$ cat src/rtl/bgi_pkg.sv
// Shared types and constants of the bilinear grid interpolator.
`timescale 1ns / 1ps
`default_nettype none

package bgi_pkg;

  // Default sizes
  localparam int MaxXPointsDef = 64;
  localparam int MaxYPointsDef = 64;
  localparam int FracBitsDef   = 16;

  // Operation codes of an input beat
  typedef enum logic [1:0] {
    OP_LOAD_X = 2'd0,
    OP_LOAD_Y = 2'd1,
    OP_LOAD_F = 2'd2,
    OP_QUERY  = 2'd3
  } op_e;

  // Result status codes
  localparam logic [1:0] ST_OK   = 2'd0;
  localparam logic [1:0] ST_ZERO = 2'd1;
  localparam logic [1:0] ST_SAT  = 2'd2;

  // Interpolation pass selects
  localparam logic [1:0] LSEL_F1  = 2'd0;
  localparam logic [1:0] LSEL_F2  = 2'd1;
  localparam logic [1:0] LSEL_RES = 2'd2;

  // Configuration register indexes
  localparam logic CFG_POINTS_X = 1'b0;
  localparam logic CFG_POINTS_Y = 1'b1;

  typedef struct packed {
    logic [1:0]         op;
    logic [5:0]         index_x;
    logic [5:0]         index_y;
    logic signed [31:0] load_value;
    logic signed [31:0] query_x;
    logic signed [31:0] query_y;
  } in_beat_t;

  typedef struct packed {
    logic signed [31:0] result_value;
    logic [1:0]         status;
  } out_beat_t;

  // Controller to datapath commands
  typedef struct packed {
    logic       accept;
    logic       scan_x_rd;
    logic       scan_y_rd;
    logic       fin_x;
    logic       fin_y;
    logic       crd_rd;
    logic       f_rd;
    logic       f_direct;
    logic       lerp_init;
    logic       div_step;
    logic       lerp_sat;
    logic       lerp_mul;
    logic       lerp_fin;
    logic [1:0] lerp_sel;
    logic       res_from_f1;
    logic       out_load;
    logic       zero;
  } cmd_t;

  // Datapath to controller status
  typedef struct packed {
    logic dx_zero;
    logic dy_zero;
  } stat_t;

endpackage

`default_nettype wire

$ cat src/rtl/bgi_ctrl.sv
// Controller: configuration registers, query sequencer and output valid.
`timescale 1ns / 1ps
`default_nettype none

module bgi_ctrl #(
  parameter int MAX_X_POINTS = bgi_pkg::MaxXPointsDef,
  parameter int MAX_Y_POINTS = bgi_pkg::MaxYPointsDef,
  parameter int FRAC_BITS    = bgi_pkg::FracBitsDef,
  localparam int NXW  = $clog2(MAX_X_POINTS + 1),
  localparam int NYW  = $clog2(MAX_Y_POINTS + 1),
  localparam int NUMW = 33 + FRAC_BITS,
  localparam int CW   = $clog2(MAX_X_POINTS + MAX_Y_POINTS + NUMW + 2)
) (
  input  wire             clk_i,
  input  wire             rst_ni,
  input  wire             in_valid_i,
  output logic            in_ready_o,
  input  wire [1:0]       in_op_i,
  output logic            out_valid_o,
  input  wire             out_ready_i,
  input  wire             cfg_we_i,
  input  wire             cfg_idx_i,
  input  wire [6:0]       cfg_data_i,
  output bgi_pkg::cmd_t   cmd_o,
  input  bgi_pkg::stat_t  stat_i,
  output logic [CW-1:0]   step_idx_o,
  output logic [NXW-1:0]  nx_o,
  output logic [NYW-1:0]  ny_o
);

  typedef enum logic [4:0] {
    S_IDLE, S_XSCAN, S_XWAIT, S_XFIN, S_YSCAN, S_YWAIT, S_YFIN,
    S_CRD, S_CWAIT, S_FRD, S_FWAIT, S_DECIDE,
    S_LINIT, S_LDIV, S_LSAT, S_LMUL, S_LFIN, S_YSTAGE, S_OUT
  } state_e;

  state_e      state_q;
  logic [CW-1:0] cnt_q;
  logic [1:0]  sel_q;
  logic        zero_q, out_valid_q;
  logic [6:0]  points_x_q, points_y_q;
  logic [31:0] px, py;
  logic        accept, query, nx_gt1, ny_gt1, out_free;

  // Points in use: zero reads as one, clamped to the axis size
  assign px = 32'(points_x_q);
  assign py = 32'(points_y_q);
  assign nx_o = (px == 32'd0) ? NXW'(1) : ((px > MAX_X_POINTS) ? NXW'(MAX_X_POINTS) : NXW'(px));
  assign ny_o = (py == 32'd0) ? NYW'(1) : ((py > MAX_Y_POINTS) ? NYW'(MAX_Y_POINTS) : NYW'(py));
  assign nx_gt1 = nx_o > NXW'(1);
  assign ny_gt1 = ny_o > NYW'(1);

  assign in_ready_o  = (state_q == S_IDLE);
  assign out_valid_o = out_valid_q;
  assign accept      = in_valid_i && in_ready_o;
  assign query       = (in_op_i == bgi_pkg::OP_QUERY);
  assign out_free    = !out_valid_q || out_ready_i;
  assign step_idx_o  = cnt_q;

  // Command decode
  always_comb begin
    cmd_o             = '0;
    cmd_o.accept      = accept;
    cmd_o.scan_x_rd   = (state_q == S_XSCAN);
    cmd_o.scan_y_rd   = (state_q == S_YSCAN);
    cmd_o.fin_x       = (state_q == S_XFIN);
    cmd_o.fin_y       = (state_q == S_YFIN);
    cmd_o.crd_rd      = (state_q == S_CRD);
    cmd_o.f_rd        = (state_q == S_FRD);
    cmd_o.f_direct    = (state_q == S_DECIDE) && !nx_gt1;
    cmd_o.lerp_init   = (state_q == S_LINIT);
    cmd_o.div_step    = (state_q == S_LDIV);
    cmd_o.lerp_sat    = (state_q == S_LSAT);
    cmd_o.lerp_mul    = (state_q == S_LMUL);
    cmd_o.lerp_fin    = (state_q == S_LFIN);
    cmd_o.lerp_sel    = sel_q;
    cmd_o.res_from_f1 = (state_q == S_YSTAGE) && !ny_gt1;
    cmd_o.out_load    = (state_q == S_OUT) && out_free;
    cmd_o.zero        = zero_q;
  end

  // Sequencer
  always_ff @(posedge clk_i or negedge rst_ni) begin
    if (!rst_ni) begin
      state_q     <= S_IDLE;
      cnt_q       <= '0;
      sel_q       <= bgi_pkg::LSEL_F1;
      zero_q      <= 1'b0;
      out_valid_q <= 1'b0;
      points_x_q  <= 7'd1;
      points_y_q  <= 7'd1;
    end else begin
      if (cfg_we_i) begin
        if (cfg_idx_i == bgi_pkg::CFG_POINTS_X) points_x_q <= cfg_data_i;
        else points_y_q <= cfg_data_i;
      end
      if (out_valid_q && out_ready_i) out_valid_q <= 1'b0;
      case (state_q)
        S_IDLE: begin
          if (accept && query) begin
            cnt_q   <= '0;
            zero_q  <= 1'b0;
            state_q <= nx_gt1 ? S_XSCAN : S_XFIN;
          end
        end
        S_XSCAN: begin
          cnt_q <= cnt_q + CW'(1);
          if (cnt_q == CW'(nx_o) - CW'(1)) state_q <= S_XWAIT;
        end
        S_XWAIT: state_q <= S_XFIN;
        S_XFIN: begin
          cnt_q   <= '0;
          state_q <= ny_gt1 ? S_YSCAN : S_YFIN;
        end
        S_YSCAN: begin
          cnt_q <= cnt_q + CW'(1);
          if (cnt_q == CW'(ny_o) - CW'(1)) state_q <= S_YWAIT;
        end
        S_YWAIT: state_q <= S_YFIN;
        S_YFIN: begin
          cnt_q   <= '0;
          state_q <= S_CRD;
        end
        S_CRD: begin
          cnt_q <= cnt_q + CW'(1);
          if (cnt_q == CW'(1)) state_q <= S_CWAIT;
        end
        S_CWAIT: begin
          cnt_q   <= '0;
          state_q <= S_FRD;
        end
        S_FRD: begin
          cnt_q <= cnt_q + CW'(1);
          if (cnt_q == CW'(3)) state_q <= S_FWAIT;
        end
        S_FWAIT: state_q <= S_DECIDE;
        S_DECIDE: begin
          if (!nx_gt1) begin
            state_q <= S_YSTAGE;
          end else if (stat_i.dx_zero) begin
            zero_q  <= 1'b1;
            state_q <= S_OUT;
          end else begin
            sel_q   <= bgi_pkg::LSEL_F1;
            state_q <= S_LINIT;
          end
        end
        S_LINIT: begin
          cnt_q   <= '0;
          state_q <= S_LDIV;
        end
        S_LDIV: begin
          cnt_q <= cnt_q + CW'(1);
          if (cnt_q == CW'(NUMW - 1)) state_q <= S_LSAT;
        end
        S_LSAT: state_q <= S_LMUL;
        S_LMUL: state_q <= S_LFIN;
        S_LFIN: begin
          case (sel_q)
            bgi_pkg::LSEL_F1: begin
              if (ny_gt1) begin
                sel_q   <= bgi_pkg::LSEL_F2;
                state_q <= S_LINIT;
              end else begin
                state_q <= S_YSTAGE;
              end
            end
            bgi_pkg::LSEL_F2: state_q <= S_YSTAGE;
            default:          state_q <= S_OUT;
          endcase
        end
        S_YSTAGE: begin
          if (!ny_gt1) begin
            state_q <= S_OUT;
          end else if (stat_i.dy_zero) begin
            zero_q  <= 1'b1;
            state_q <= S_OUT;
          end else begin
            sel_q   <= bgi_pkg::LSEL_RES;
            state_q <= S_LINIT;
          end
        end
        S_OUT: begin
          if (out_free) begin
            out_valid_q <= 1'b1;
            state_q     <= S_IDLE;
          end
        end
        default: state_q <= S_IDLE;
      endcase
    end
  end

  // A load beat never produces a result beat
  a_load_no_result: assert property (@(posedge clk_i) disable iff (!rst_ni)
    (accept && !query && !out_valid_q) |=> !out_valid_q)
    else $error("result raised after a load beat");

  // Result is only loaded into a free output register
  a_out_free: assert property (@(posedge clk_i) disable iff (!rst_ni)
    cmd_o.out_load |-> (!out_valid_q || out_ready_i))
    else $error("output register overwritten");

  // Divider runs a bounded number of steps
  a_div_bound: assert property (@(posedge clk_i) disable iff (!rst_ni)
    (state_q == S_LDIV) |-> (cnt_q < CW'(NUMW)))
    else $error("divider step count overrun");

  // A query blocks the input until its result is done
  a_query_busy: assert property (@(posedge clk_i) disable iff (!rst_ni)
    (accept && query) |=> !in_ready_o)
    else $error("input taken during a query");

endmodule

`default_nettype wire

$ cat config.mk
export PLATFORM = sky130hd
export DESIGN_NAME = bgi_ctrl
export DESIGN_NICKNAME = d
export VERILOG_FILES = /design/src/rtl/bgi_pkg.sv /design/src/rtl/bgi_ctrl.sv
export SDC_FILE = /design/constraint.sdc
export NUM_CORES = 1
export LEC_CHECK = 0
export BUFFER_PORTS_ARGS = -buffer_cell sky130_fd_sc_hd__buf_2
export CORE_MARGIN = 2
export CORE_UTILIZATION = 58
export DETAILED_ROUTE_END_ITERATION = 10
export PLACE_DENSITY = 0.95
export SLEW_MARGIN = 5
export SYNTH_ARGS = -nofsm -noshare
export SYNTH_HDL_FRONTEND = slang
export SYNTH_SLANG_ARGS = --single-unit
$ cat constraint.sdc
create_clock -name clk_i -period 6.7 [get_ports clk_i]
set_clock_uncertainty 0.15 [all_clocks]
set_input_delay 0.335 -clock clk_i [delete_from_list [all_inputs] [get_ports clk_i]]
set_output_delay 0.335 -clock clk_i [all_outputs]
set_load 0.03 [all_outputs]
* After elaboration in Yosys (flattened, before gate mapping)
Cells that the tools add are included.
W data, S select, Z words.
** Word-level totals
- Register bits after elaboration :: 31
- Word-level logic and storage cells :: 118
- Output and inout port bits :: 42
** Operators by class
- Equality and inequality tests :: 40
- Bitwise logic cells :: 1
- Order comparisons :: 4
- Add/sub/neg operators :: 3
- Reductions and logical operators :: 25
- Muxes and demuxes :: 38
** Operators by type and width (number)
- $pmux W5 S19 :: 1
- $logic_not A32 Y1 :: 2
- $mux W5 :: 12
- $eq A5 B4 Y1 const B :: 8
- $mux W7 :: 4
- $pmux W8 S3 :: 1
- $eq A5 B3 Y1 const B :: 4
- $eq A8 B8 Y1 :: 2
- $mux W2 :: 8
- $ne A2 B1 Y1 const B :: 8
- $sub A7 B1 Y8 const B :: 2
- $eq A5 B5 Y1 const B :: 3
- $gt A7 B1 Y1 const B :: 2
- $gt A7 B7 Y1 const B :: 2
- $ne A2 B2 Y1 const B :: 7
- $reduce_and A7 Y1 :: 2
- $eq A5 B2 Y1 const B :: 2
- $pmux W5 S2 :: 1
- $reduce_bool A3 Y1 :: 3
- $add A8 B1 Y8 const B :: 1
- $eq A8 B1 Y1 const B :: 1
- $eq A8 B2 Y1 const B :: 1
- $eq A8 B6 Y1 const B :: 1
- $mux W1 :: 8
- other kinds (16) :: 25

* Longest topological paths before layout
Gate-level depths: netlist of run 1.
- Depth after elaboration :: 7
- Depth in mapped cells :: 12
- Depth with buffers taken out :: 11

* Least setup slack after synthesis of run 1
No wires, ideal clock.
- Path kind :: flip-flop to flip-flop
- From :: reg points_y_q[2]
- To :: reg state_q[0]
- Data arrival time :: 2.870 ns
- Slack :: 3.540 ns
- Stages on the path, launching flop included :: 11
- Path through :: dfrtp_1 > nor4_1 > a22o_1 > inv_1 > ha_1 > clkbuf_1 > or3b_2 > a21boi_0 > o221a_2 > a21boi_0 > a2111oi_2
** Between the ends
- Word-level cells in the longest chain between the ends :: 7
- Elaborated cells on any way between the ends :: 13
** Ends and longest elaborated chain
- start: declaration :: RTL line bgi_ctrl.sv:41 : logic [6:0] points_x_q, points_y_q;
- start signal: assignment :: RTL line bgi_ctrl.sv:95 : else points_y_q <= cfg_data_i;
- $gt A7 B7 Y1 :: RTL line bgi_ctrl.sv:49 : assign ny_o = (py == 32'd0) ? NYW'(1) : ((py > MAX_Y_POINTS) ? NYW'(MAX_Y_POINTS) : NYW'(py));
- $mux W7 :: RTL line bgi_ctrl.sv:49
- $mux W7 * :: RTL line bgi_ctrl.sv:49
- via ny_o[0] :: RTL line bgi_ctrl.sv:28 : output logic [NYW-1:0] ny_o
- $sub A7 B1 Y8 / $gt A7 B1 Y1 (equally long branches) :: RTL line bgi_ctrl.sv:117, bgi_ctrl.sv:51
- $eq A8 B8 Y1 / $mux W5 (equally long branches) :: RTL line bgi_ctrl.sv:117, bgi_ctrl.sv:161
- $ne A2 B1 Y1 (no source line) / $pmux W5 S2 (equally long branches)
- $reduce_and A7 Y1 (no source line) / $pmux W5 S19 (equally long branches)
- end signal: assignment :: RTL line bgi_ctrl.sv:103 : state_q <= nx_gt1 ? S_XSCAN : S_XFIN;
- end signal: assignment :: RTL line bgi_ctrl.sv:113 : state_q <= ny_gt1 ? S_YSCAN : S_YFIN;
- end: declaration :: RTL line bgi_ctrl.sv:37 : state_e state_q;
Mark *: on every way through the listed nets, which the timed path passes. The rest lies on a longest branch.
A chain may end at the register's enable or synchronous reset.

* Worst setup path after layout of run 1
- From :: reg points_x_q[6]
- To :: reg state_q[0]
** Between the ends
- Word-level cells in the longest chain between the ends :: 7
- Elaborated cells on any way between the ends :: 11
** Ends and longest elaborated chain
- start: declaration :: RTL line bgi_ctrl.sv:41
- start signal: assignment :: RTL line bgi_ctrl.sv:94 : if (cfg_idx_i == bgi_pkg::CFG_POINTS_X) points_x_q <= cfg_data_i;
- $gt A7 B7 Y1 :: RTL line bgi_ctrl.sv:48 : assign nx_o = (px == 32'd0) ? NXW'(1) : ((px > MAX_X_POINTS) ? NXW'(MAX_X_POINTS) : NXW'(px));
- $mux W7 :: RTL line bgi_ctrl.sv:48
- $mux W7 * :: RTL line bgi_ctrl.sv:48
- $sub A7 B1 Y8 :: RTL line bgi_ctrl.sv:108 : if (cnt_q == CW'(nx_o) - CW'(1)) state_q <= S_XWAIT;
- $eq A8 B8 Y1 :: RTL line bgi_ctrl.sv:108
- $ne A2 B1 Y1 (no source line)
- $reduce_and A7 Y1 (no source line)
Mark *: on every way between the ends. The rest lies on a longest branch, timed or not.

==> results of run 1 <==
[layout make-up]
class | count | area (um^2)
Tap cell | 50 | 62.6
Inverter | 17 | 63.8
Multi-Input combinational cell | 227 | 1540
Timing Repair Buffer | 59 | 300
Sequential cell | 31 | 778
Fill cell | 314 | 1230
Clock buffer | 7 | 76.3
[cells in the final DEF, fill, tap and decap left out, types with 3 or more instances in the layout]
| cell | n |
|---|---|
| sky130_fd_sc_hd__and2_1 | 3 |
| sky130_fd_sc_hd__and3_1 | 4 |
| sky130_fd_sc_hd__o31ai_1 | 7 |
| sky130_fd_sc_hd__nor4_1 | 5 |
| sky130_fd_sc_hd__buf_2 | 58 |
| sky130_fd_sc_hd__nor2_1 | 33 |
| sky130_fd_sc_hd__o211ai_1 | 7 |
| sky130_fd_sc_hd__a21oi_1 | 12 |
| sky130_fd_sc_hd__o21ai_0 | 22 |
| sky130_fd_sc_hd__nand2b_1 | 8 |
| sky130_fd_sc_hd__clkbuf_8 | 5 |
| sky130_fd_sc_hd__ha_1 | 7 |
| sky130_fd_sc_hd__dfrtp_1 | 29 |
| sky130_fd_sc_hd__nand3_1 | 8 |
| sky130_fd_sc_hd__inv_1 | 17 |
| sky130_fd_sc_hd__xor2_1 | 6 |
| sky130_fd_sc_hd__mux2_2 | 13 |
| sky130_fd_sc_hd__nor3_1 | 9 |
| sky130_fd_sc_hd__nor3b_1 | 3 |
| sky130_fd_sc_hd__xnor2_1 | 6 |
| sky130_fd_sc_hd__a21boi_0 | 3 |
| sky130_fd_sc_hd__nor2b_1 | 11 |
| sky130_fd_sc_hd__nand2_1 | 14 |
[per-layer routing]
metal  global-route usage [%]  wire, um  vias to the layer above
met2                     44.9      3020                      110
met4                     7.41       106                        0
met1                     32.1      2620                     1207
li1                         -         -                     1153
met3                     4.65       398                       12
met5                        0         0                        -
[state kept, by name, summed over array words and instances, names as in the netlist]
name	count
zero_q	1
points_y_q	7
step_idx_o	8
out_valid_o	1
state_q	5
points_x_q	7
sel_q	2
[kinds of logic (layout without fill, tap and decap cells)]
logic type | count (synthesis) | in the layout | share of synthesized area, %
DFF | 31 | 31 | 31.6
and+or+nand+nor | 120 | 120 | 27.0
adders and majority gates | 7 | 7 | 3.55
muxes | 14 | 14 | 6.35
buffers and inverters | 36 | 83 | 5.79
xor gates and xnor gates | 13 | 13 | 4.92
AOI/OAI and AO/OA | 73 | 73 | 20.8
[power by group through the flow]
stage | registers, mW | logic (mW) | clock network (mW)
after floorplan | 0.315 | 0.457 | 0
after global placement | 0.326 | 0.559 | 0
after detailed placement | 0.331 | 0.574 | 0
after CTS | 0.329 | 0.578 | 0.139
after global routing | 0.343 | 0.637 | 0.147
final | 0.333 | 0.582 | 0.138
[critical path, cell delays in order, from the launching register on]
cell and delay, ns:
sky130_fd_sc_hd__dfrtp_1 0.56, sky130_fd_sc_hd__or4_4 0.61, sky130_fd_sc_hd__o32a_4 0.35, sky130_fd_sc_hd__ha_1 0.29, sky130_fd_sc_hd__nor3b_1 0.19, sky130_fd_sc_hd__a221oi_1 0.30
sky130_fd_sc_hd__o211ai_1 0.13, sky130_fd_sc_hd__o31a_2 0.36, sky130_fd_sc_hd__nor4_1 0.33, sky130_fd_sc_hd__a2111oi_2 0.09
[final timing paths]
path | cells after the start | to
min in group asynchronous | 2 | step_idx_o[3]$_DFFE_PN0P_
worst max-delay path | 9 | state_q[0]$_DFFE_PN0P_
worst min-delay path | 3 | points_x_q[0]$_DFFE_PN1P_
max in group asynchronous | 2 | sel_q[1]$_DFFE_PN0P_
worst max register to register | 9 | state_q[0]$_DFFE_PN0P_
worst min register to register | 2 | out_valid_o$_DFF_PN0_
==> run_results.csv, run 1 <==
group,metric,value,unit
status,run_status,"complete, no violations",
route,avgRoutedWirePerCell,15.7,um
logic_synthesis,postSynthCellCount,294,
min_path,min_from,"cfg_data_i[0]",
placed_design,pre_cts_ws,3.25,ns
cts,worstSkewPairLatency,0.29,ns
grt,grtUsageTotal,25.6,%
cts,cts-buffers-inserted,5,
placed_design,hpwl_after_detailed_placement,4550,um
sta,worst_margin_pin_slew,0.816,ns
logic_synthesis,ys_top_cells_by_area,"sky130_fd_sc_hd__dfrtp_1 29%, sky130_fd_sc_hd__mux2_2 5.9%, sky130_fd_sc_hd__nor2_1 5.0%, sky130_fd_sc_hd__o21ai_0 4.5%, sky130_fd_sc_hd__ha_1 3.6%",
pwr,pwr_density_cell,373,nW/um^2
sta,rsz_0062_raised_after_global_routing,"false",
floorplanning,die_area,4790,um^2
grt,first_global_vias,2214,
route,total_length_of_routed_wires,6150,um
route,drt_pass1_iterations,5,
cells_and_area,post_layout_nonfiller_instances,391,
route,detailedRoute.firstIterationViolations,260,
grt,grt_start_max_net_pins,32,
floorplanning,pin_count,59,
setup_path,worst_setup_path_startpoint,"points_x_q[6]$_DFFE_PN0P_",
pwr,power.static_leakage,1.31,nW
job,cap_viol_max_count,0,
route,route.detailed.drc,0,
cts,cts.path.max_buffers,2,
sta,setup_tns,0,ns
grt,overflow,0,
logic_synthesis,synth-warning-count,0,
cells_and_area,layout.nets,365,
route,vias,2482,
cts,cts-root-buf,"sky130_fd_sc_hd__clkbuf_8",
placed_design,port_buffers,58,
sta,timing.max_slew.rel_slack,45.4,%
pwr,ir_worst_vdd,0.190,mV
min_path,hp-class,"input port to register",
pwr,p_switching,0.529,mW
logic_synthesis,asyncSetResetFlopFracSynth,100,%
logic_synthesis,sequential_share_of_the_synthesized_area,31.6,%
grt,grt_antenna_before_repair,0,
cells_and_area,antenna-diode-count,0,
sta,fin_ws,3.22,ns
floorplanning,chipWidth,69.2,um
logic_synthesis,netlist.area_leader.share,29.4,%
sta,post-route-min-period,3.48,ns
cts,postCtsHoldBufs,1,
pwr,combPwrFrac,55.3,%
route,ant_nets_after_route,0,
placed_design,post_place_cells,383,
sta,finalHoldViolations,0,
sta,hold-worst-slack,0.143,ns
route,via_per_inst,6.35,
setup_path,r2r_slack,3.22,ns
cts,number_of_buffers_inserted_by_post_cts_setup_repair,0,
sta,timing.final.max_slew_violations,0,
sta,setup-violations-final,0,
logic_synthesis,mappedNetlistArea,2460,um^2
logic_synthesis,synth_edf_count,0,
logic_synthesis,synth.most_common_cell,"sky130_fd_sc_hd__nor2_1",
cts,tritoncts_clock_tree,"built",
floorplanning,start_util,60.7,%
setup_path,critical_path.startpoint_type,"register",
setup_path,worst_setup_path_end_kind,"register",
floorplanning,num_rows,23,
placed_design,globalplace.congestion,0.916,
floorplanning,floorplan.core_area,4060,um^2
cells_and_area,drive_gt1_share,27.6,%
pwr,share_seq_of_total_power,31.6,%
pwr,power_switching_share,50.3,%
placed_design,dpl-instance-area,2740,um^2
setup_path,crit_arrival,3.49,ns
cts,post_cts_resized,0,
cts,cts.htree.levels,2,
sta,layout_worst_path_cycle_share,51.9,%
setup_path,crit_fanout,17,
cells_and_area,area_growth_from_synthesis_to_final_layout,14.6,%
grt,global_route_wire_length_before_repair,10100,um
logic_synthesis,syn_nets,318,
setup_path,crit_required,6.72,ns
logic_synthesis,most_used_flip_flop_cell_after_synthesis,"sky130_fd_sc_hd__dfrtp_1",
pwr,cell_internal_pwr,0.523,mW
pwr,post_layout_total_power,1.05,mW
pwr,share_clk_of_total_power,13.1,%
cells_and_area,finish.instance_area,2830,um^2
logic_synthesis,synth_cell_types,59,
setup_path,regToRegStartpoint,"points_x_q[6]$_DFFE_PN0P_",
logic_synthesis,post_synth.cell_area_avg,8.38,um^2
cts,clkTransAtPathRegs,0.07,ns
logic_synthesis,synth-seq-cells,31,
logic_synthesis,ys_top_cells_by_count,"33 x sky130_fd_sc_hd__nor2_1, 29 x sky130_fd_sc_hd__dfrtp_1, 22 x sky130_fd_sc_hd__o21ai_0",
logic_synthesis,synthDominantAreaCellType,"sky130_fd_sc_hd__dfrtp_1",
setup_path,setup.worst_path.class,"register to register",
cells_and_area,postLayoutCoreUtil,69.6,%
sta,fmax,288,MHz
cts,clock_sinks,31,
floorplanning,die_h,69.2,um
(Power assumes the default switching activity.)
==> inputs of run 2 (changes only) <==
--- a/config.mk
+++ b/config.mk
@@ -5,11 +5,12 @@
 export SDC_FILE = /design/constraint.sdc
 export NUM_CORES = 1
 export LEC_CHECK = 0
+export ABC_AREA = 1
 export BUFFER_PORTS_ARGS = -buffer_cell sky130_fd_sc_hd__buf_2
 export CORE_MARGIN = 2
-export CORE_UTILIZATION = 58
+export CORE_UTILIZATION = 49
 export DETAILED_ROUTE_END_ITERATION = 10
-export PLACE_DENSITY = 0.95
+export PLACE_DENSITY = 0.87
 export SLEW_MARGIN = 5
 export SYNTH_ARGS = -nofsm -noshare
 export SYNTH_HDL_FRONTEND = slang
==> constraint.sdc (replaced) <==
create_clock -name clk_i -period 2.9 [get_ports clk_i]
set_clock_uncertainty 0.15 [all_clocks]
set_input_delay 0.145 -clock clk_i [delete_from_list [all_inputs] [get_ports clk_i]]
set_output_delay 0.145 -clock clk_i [all_outputs]
set_load 0.03 [all_outputs]
==> run 2 against run 1 <==
Net effect: flip-flop and latch count stayed put; setup slack got worse by 2.9 ns; combinational power increased by 110%; worst hold slack got worse by 0.14 ns; non-clock buffer count up 7; maximum frequency increased by 34%; utilization is 8.9 points lower; die area grew 20%; critical path type unchanged; largest cell class unchanged; highest routed layer unchanged.
==> run_results.csv, run 2 <==
group,metric,value,unit
status,run_status,"complete, no violations",
sta,post-route-min-period,2.60,ns
setup_path,timing.critical_path.max_delay_family,"simple AND/OR/NAND/NOR gates",
floorplanning,pin_count,59,
logic_synthesis,ys_top_cells_by_count,"94 x sky130_fd_sc_hd__nand2_1, 59 x sky130_fd_sc_hd__inv_1, 56 x sky130_fd_sc_hd__nor2_1",
pwr,p_switching,1.13,mW
floorplanning,die_h,75.9,um
cells_and_area,largest_register_ffs,8,
pwr,power.static_leakage,1.73,nW
cells_and_area,antenna-diode-count,0,
setup_path,crit_required,2.92,ns
setup_path,cp.depth,13,
cells_and_area,layout.nets,482,
placed_design,pre_cts_ws,0.164,ns
pwr,power_switching_share,49.1,%
setup_path,endpoint,"state_q[4]$_DFFE_PN0P_",
route,avgRoutedWirePerCell,13.0,um
setup_path,regToRegStartpoint,"points_y_q[5]$_DFFE_PN0P_",
cts,number_of_buffers_inserted_by_post_cts_setup_repair,0,
route,via_per_inst,5.19,
grt,grt_start_max_net_pins,32,
grt,grtUsageTotal,25.3,%
setup_path,setup.worst_path.class,"register to register",
setup_path,r2r_slack,0.30,ns
cts,cts-root-buf,"sky130_fd_sc_hd__clkbuf_8",
grt,overflow,0,
route,route.detailed.drc,0,
sta,fin_ws,0.301,ns
cts,cts.htree.levels,2,
job,cap_viol_max_count,0,
logic_synthesis,synth_edf_count,0,
setup_path,crit_arrival,2.62,ns
setup_path,buf_inv_stages_crit_path,1,
pwr,share_seq_of_total_power,27.7,%
cells_and_area,postLayoutCoreUtil,60.7,%
grt,grt_antenna_before_repair,0,
logic_synthesis,syn_nets,417,
floorplanning,die_area,5750,um^2
logic_synthesis,synth-warning-count,0,
cells_and_area,area_growth_from_synthesis_to_final_layout,21.1,%
floorplanning,num_rows,26,
min_path,hp-class,"input port to register",
sta,rsz_0062_raised_after_global_routing,"false",
pwr,cell_internal_pwr,1.17,mW
cells_and_area,drive_gt1_share,21.1,%
pwr,share_clk_of_total_power,19.6,%
setup_path,critical_path.slowest_cell,"sky130_fd_sc_hd__dfrtp_1",
route,ant_nets_after_route,0,
placed_design,hpwl_after_detailed_placement,5520,um
logic_synthesis,asyncSetResetFlopFracSynth,100,%
floorplanning,floorplan.core_area,5040,um^2
logic_synthesis,synth_cell_types,35,
placed_design,post_place_cells,516,
cts,clkTransAtPathRegs,0.06,ns
cts,tritoncts_clock_tree,"built",
placed_design,port_buffers,58,
pwr,combPwrFrac,52.7,%
sta,setup_tns,0,ns
setup_path,timing.critical_path.cells,"nor2_1 -> nand2_1 -> o21ai_2 -> nand2_1 -> ha_1 -> nor2_1 -> nor2_1 -> nand2_1 -> inv_1 -> o21ai_0 -> nand3_1 -> nor4_1 -> nand2_1",
sta,layout_worst_path_cycle_share,89.6,%
setup_path,reg2regPathDepth,13,
pwr,ir_worst_vdd,0.408,mV
logic_synthesis,sequential_share_of_the_synthesized_area,30.8,%
sta,fmax,385,MHz
setup_path,worst_setup_path_startpoint,"points_y_q[5]$_DFFE_PN0P_",
setup_path,crit_fanout,6,
setup_path,critical_path.reg2reg.endpoint,"state_q[4]$_DFFE_PN0P_",
setup_path,most_frequent_cell_on_the_critical_path,"sky130_fd_sc_hd__nand2_1",
min_path,hold_path_depth,3,
logic_synthesis,netlist.area_leader.share,28.7,%
sta,timing.final.max_slew_violations,0,
cells_and_area,multiInputGateArea,1480,um^2
logic_synthesis,synth-seq-cells,31,
sta,setup-violations-final,0,
cts,cts-buffers-inserted,5,
logic_synthesis,most_used_flip_flop_cell_after_synthesis,"sky130_fd_sc_hd__dfrtp_1",
route,detailedRoute.firstIterationViolations,139,
logic_synthesis,ys_top_cells_by_area,"sky130_fd_sc_hd__dfrtp_1 29%, sky130_fd_sc_hd__nand2_1 14%, sky130_fd_sc_hd__inv_1 8.8%, sky130_fd_sc_hd__nor2_1 8.3%, sky130_fd_sc_hd__nand3_1 7.3%",
floorplanning,chipWidth,75.9,um
setup_path,crit_path_max_incr_delay,0.43,ns
route,total_length_of_routed_wires,6870,um
logic_synthesis,mappedNetlistArea,2530,um^2
logic_synthesis,synth.most_common_cell,"sky130_fd_sc_hd__nand2_1",
cts,clock_sinks,31,
route,drt_pass1_iterations,4,
logic_synthesis,synthDominantAreaCellType,"sky130_fd_sc_hd__dfrtp_1",
cells_and_area,regArea,778,um^2
sta,worst_margin_pin_slew,0.733,ns
floorplanning,start_util,50.2,%
pwr,pwr_density_cell,750,nW/um^2
cells_and_area,layout.cells.most_common,"sky130_fd_sc_hd__nand2_1",
cts,worstSkewPairLatency,0.30,ns
grt,first_global_vias,2467,
sta,finalHoldViolations,0,
logic_synthesis,post_synth.cell_area_avg,6.44,um^2
cells_and_area,fill_count,507,
cells_and_area,layout_common_cells,"94 x sky130_fd_sc_hd__nand2_1, 59 x sky130_fd_sc_hd__inv_1, 58 x sky130_fd_sc_hd__buf_2",
setup_path,critical_path.startpoint_type,"register",
cells_and_area,post_layout_nonfiller_instances,529,
placed_design,globalplace.congestion,0.937,
cts,cts.path.max_buffers,2,
logic_synthesis,postSynthCellCount,393,
setup_path,worst_setup_path_end_kind,"register",
sta,timing.max_slew.rel_slack,51.1,%
route,vias,2743,
grt,global_route_wire_length_before_repair,10900,um
-- run 2: repair_timing --
| item | CTS | global route |
|---|---|---|
| hold buffers | 5 | 0 |
| setup endpoints to repair | 0 | 5 |
| resized for setup | 0 | 2 |
| endpoints found under the hold margin | 36 | 0 |
-- run 2: area by class of cell --
type / instances / share of cell area (%)
inverter: 63 / 7.72
multi-input combinational: 291 / 48.3
clock buffer: 6 / 2.70
tap: 70 / 2.86
sequential: 31 / 25.4
timing repair buffer: 66 / 11.8
clock inverter: 2 / 1.14
-- run 2: cells by family after synthesis --
| family | synth area share [%] |
|---|---|
| DFF | 30.8 |
| xor gates and xnor gates | 3.12 |
| buffers and inverters | 11.2 |
| adders and majority gates | 3.46 |
| and+or+nand+nor | 40.9 |
| AOI/OAI and AO/OA | 10.5 |
-- run 2: power by group through the flow --
stage	Clock [mW]	Combinational, mW	Sequential [mW]
after floorplan	0	0.884	0.653
after global placement	0	1.18	0.637
after detailed placement	0	1.19	0.639
after CTS	0.452	1.21	0.632
after global routing	0.474	1.35	0.649
final	0.449	1.21	0.637
-- run 2: worst min-delay path by stage --
| stage | from | to | slack (ns) |
|---|---|---|---|
| finish | cfg_data_i[5] | points_y_q[5]$_DFFE_PN0P_ | 0.005 |
| global placement | rst_ni | state_q[2]$_DFFE_PN0P_ | 0.09 |
| detailed placement | rst_ni | state_q[0]$_DFFE_PN0P_ | 0.09 |
| CTS | cfg_data_i[5] | points_y_q[5]$_DFFE_PN0P_ | 0.004 |
| global route | cfg_data_i[6] | points_y_q[6]$_DFFE_PN0P_ | 0.02 |
| floorplan | rst_ni | out_valid_o$_DFF_PN0_ | -0.30 |
-- run 2: stage by stage --
step           cell area [um^2]  total power, mW  hold WS [ns]
2_1_floorplan              2530             1.54        -0.301
3_3_place_gp               2880             1.82        0.0862
3_5_place_dp               2880             1.83        0.0851
4_1_cts                    3050             2.29       0.00401
5_1_grt                    3060             2.47        0.0199
6_report                   3060             2.30       0.00510
-- run 2: per-layer routing --
metal / vias to the layer above / GRT usage (%) / share of wire (%) / routed length, um
li1: 1402 / - / - / -
met1: 1245 / 29.0 / 42 / 2880
met2: 81 / 46.9 / 51 / 3530
met3: 15 / 4.37 / 4.9 / 334
met4: 0 / 8.58 / 1.8 / 125
met5: - / 0 / 0 / 0
-- run 2: worst min-delay path, stage by stage --
cell,delay [ns]
sky130_fd_sc_hd__buf_2,0.10
sky130_fd_sc_hd__inv_1,0.07
sky130_fd_sc_hd__o21ai_0,0.08
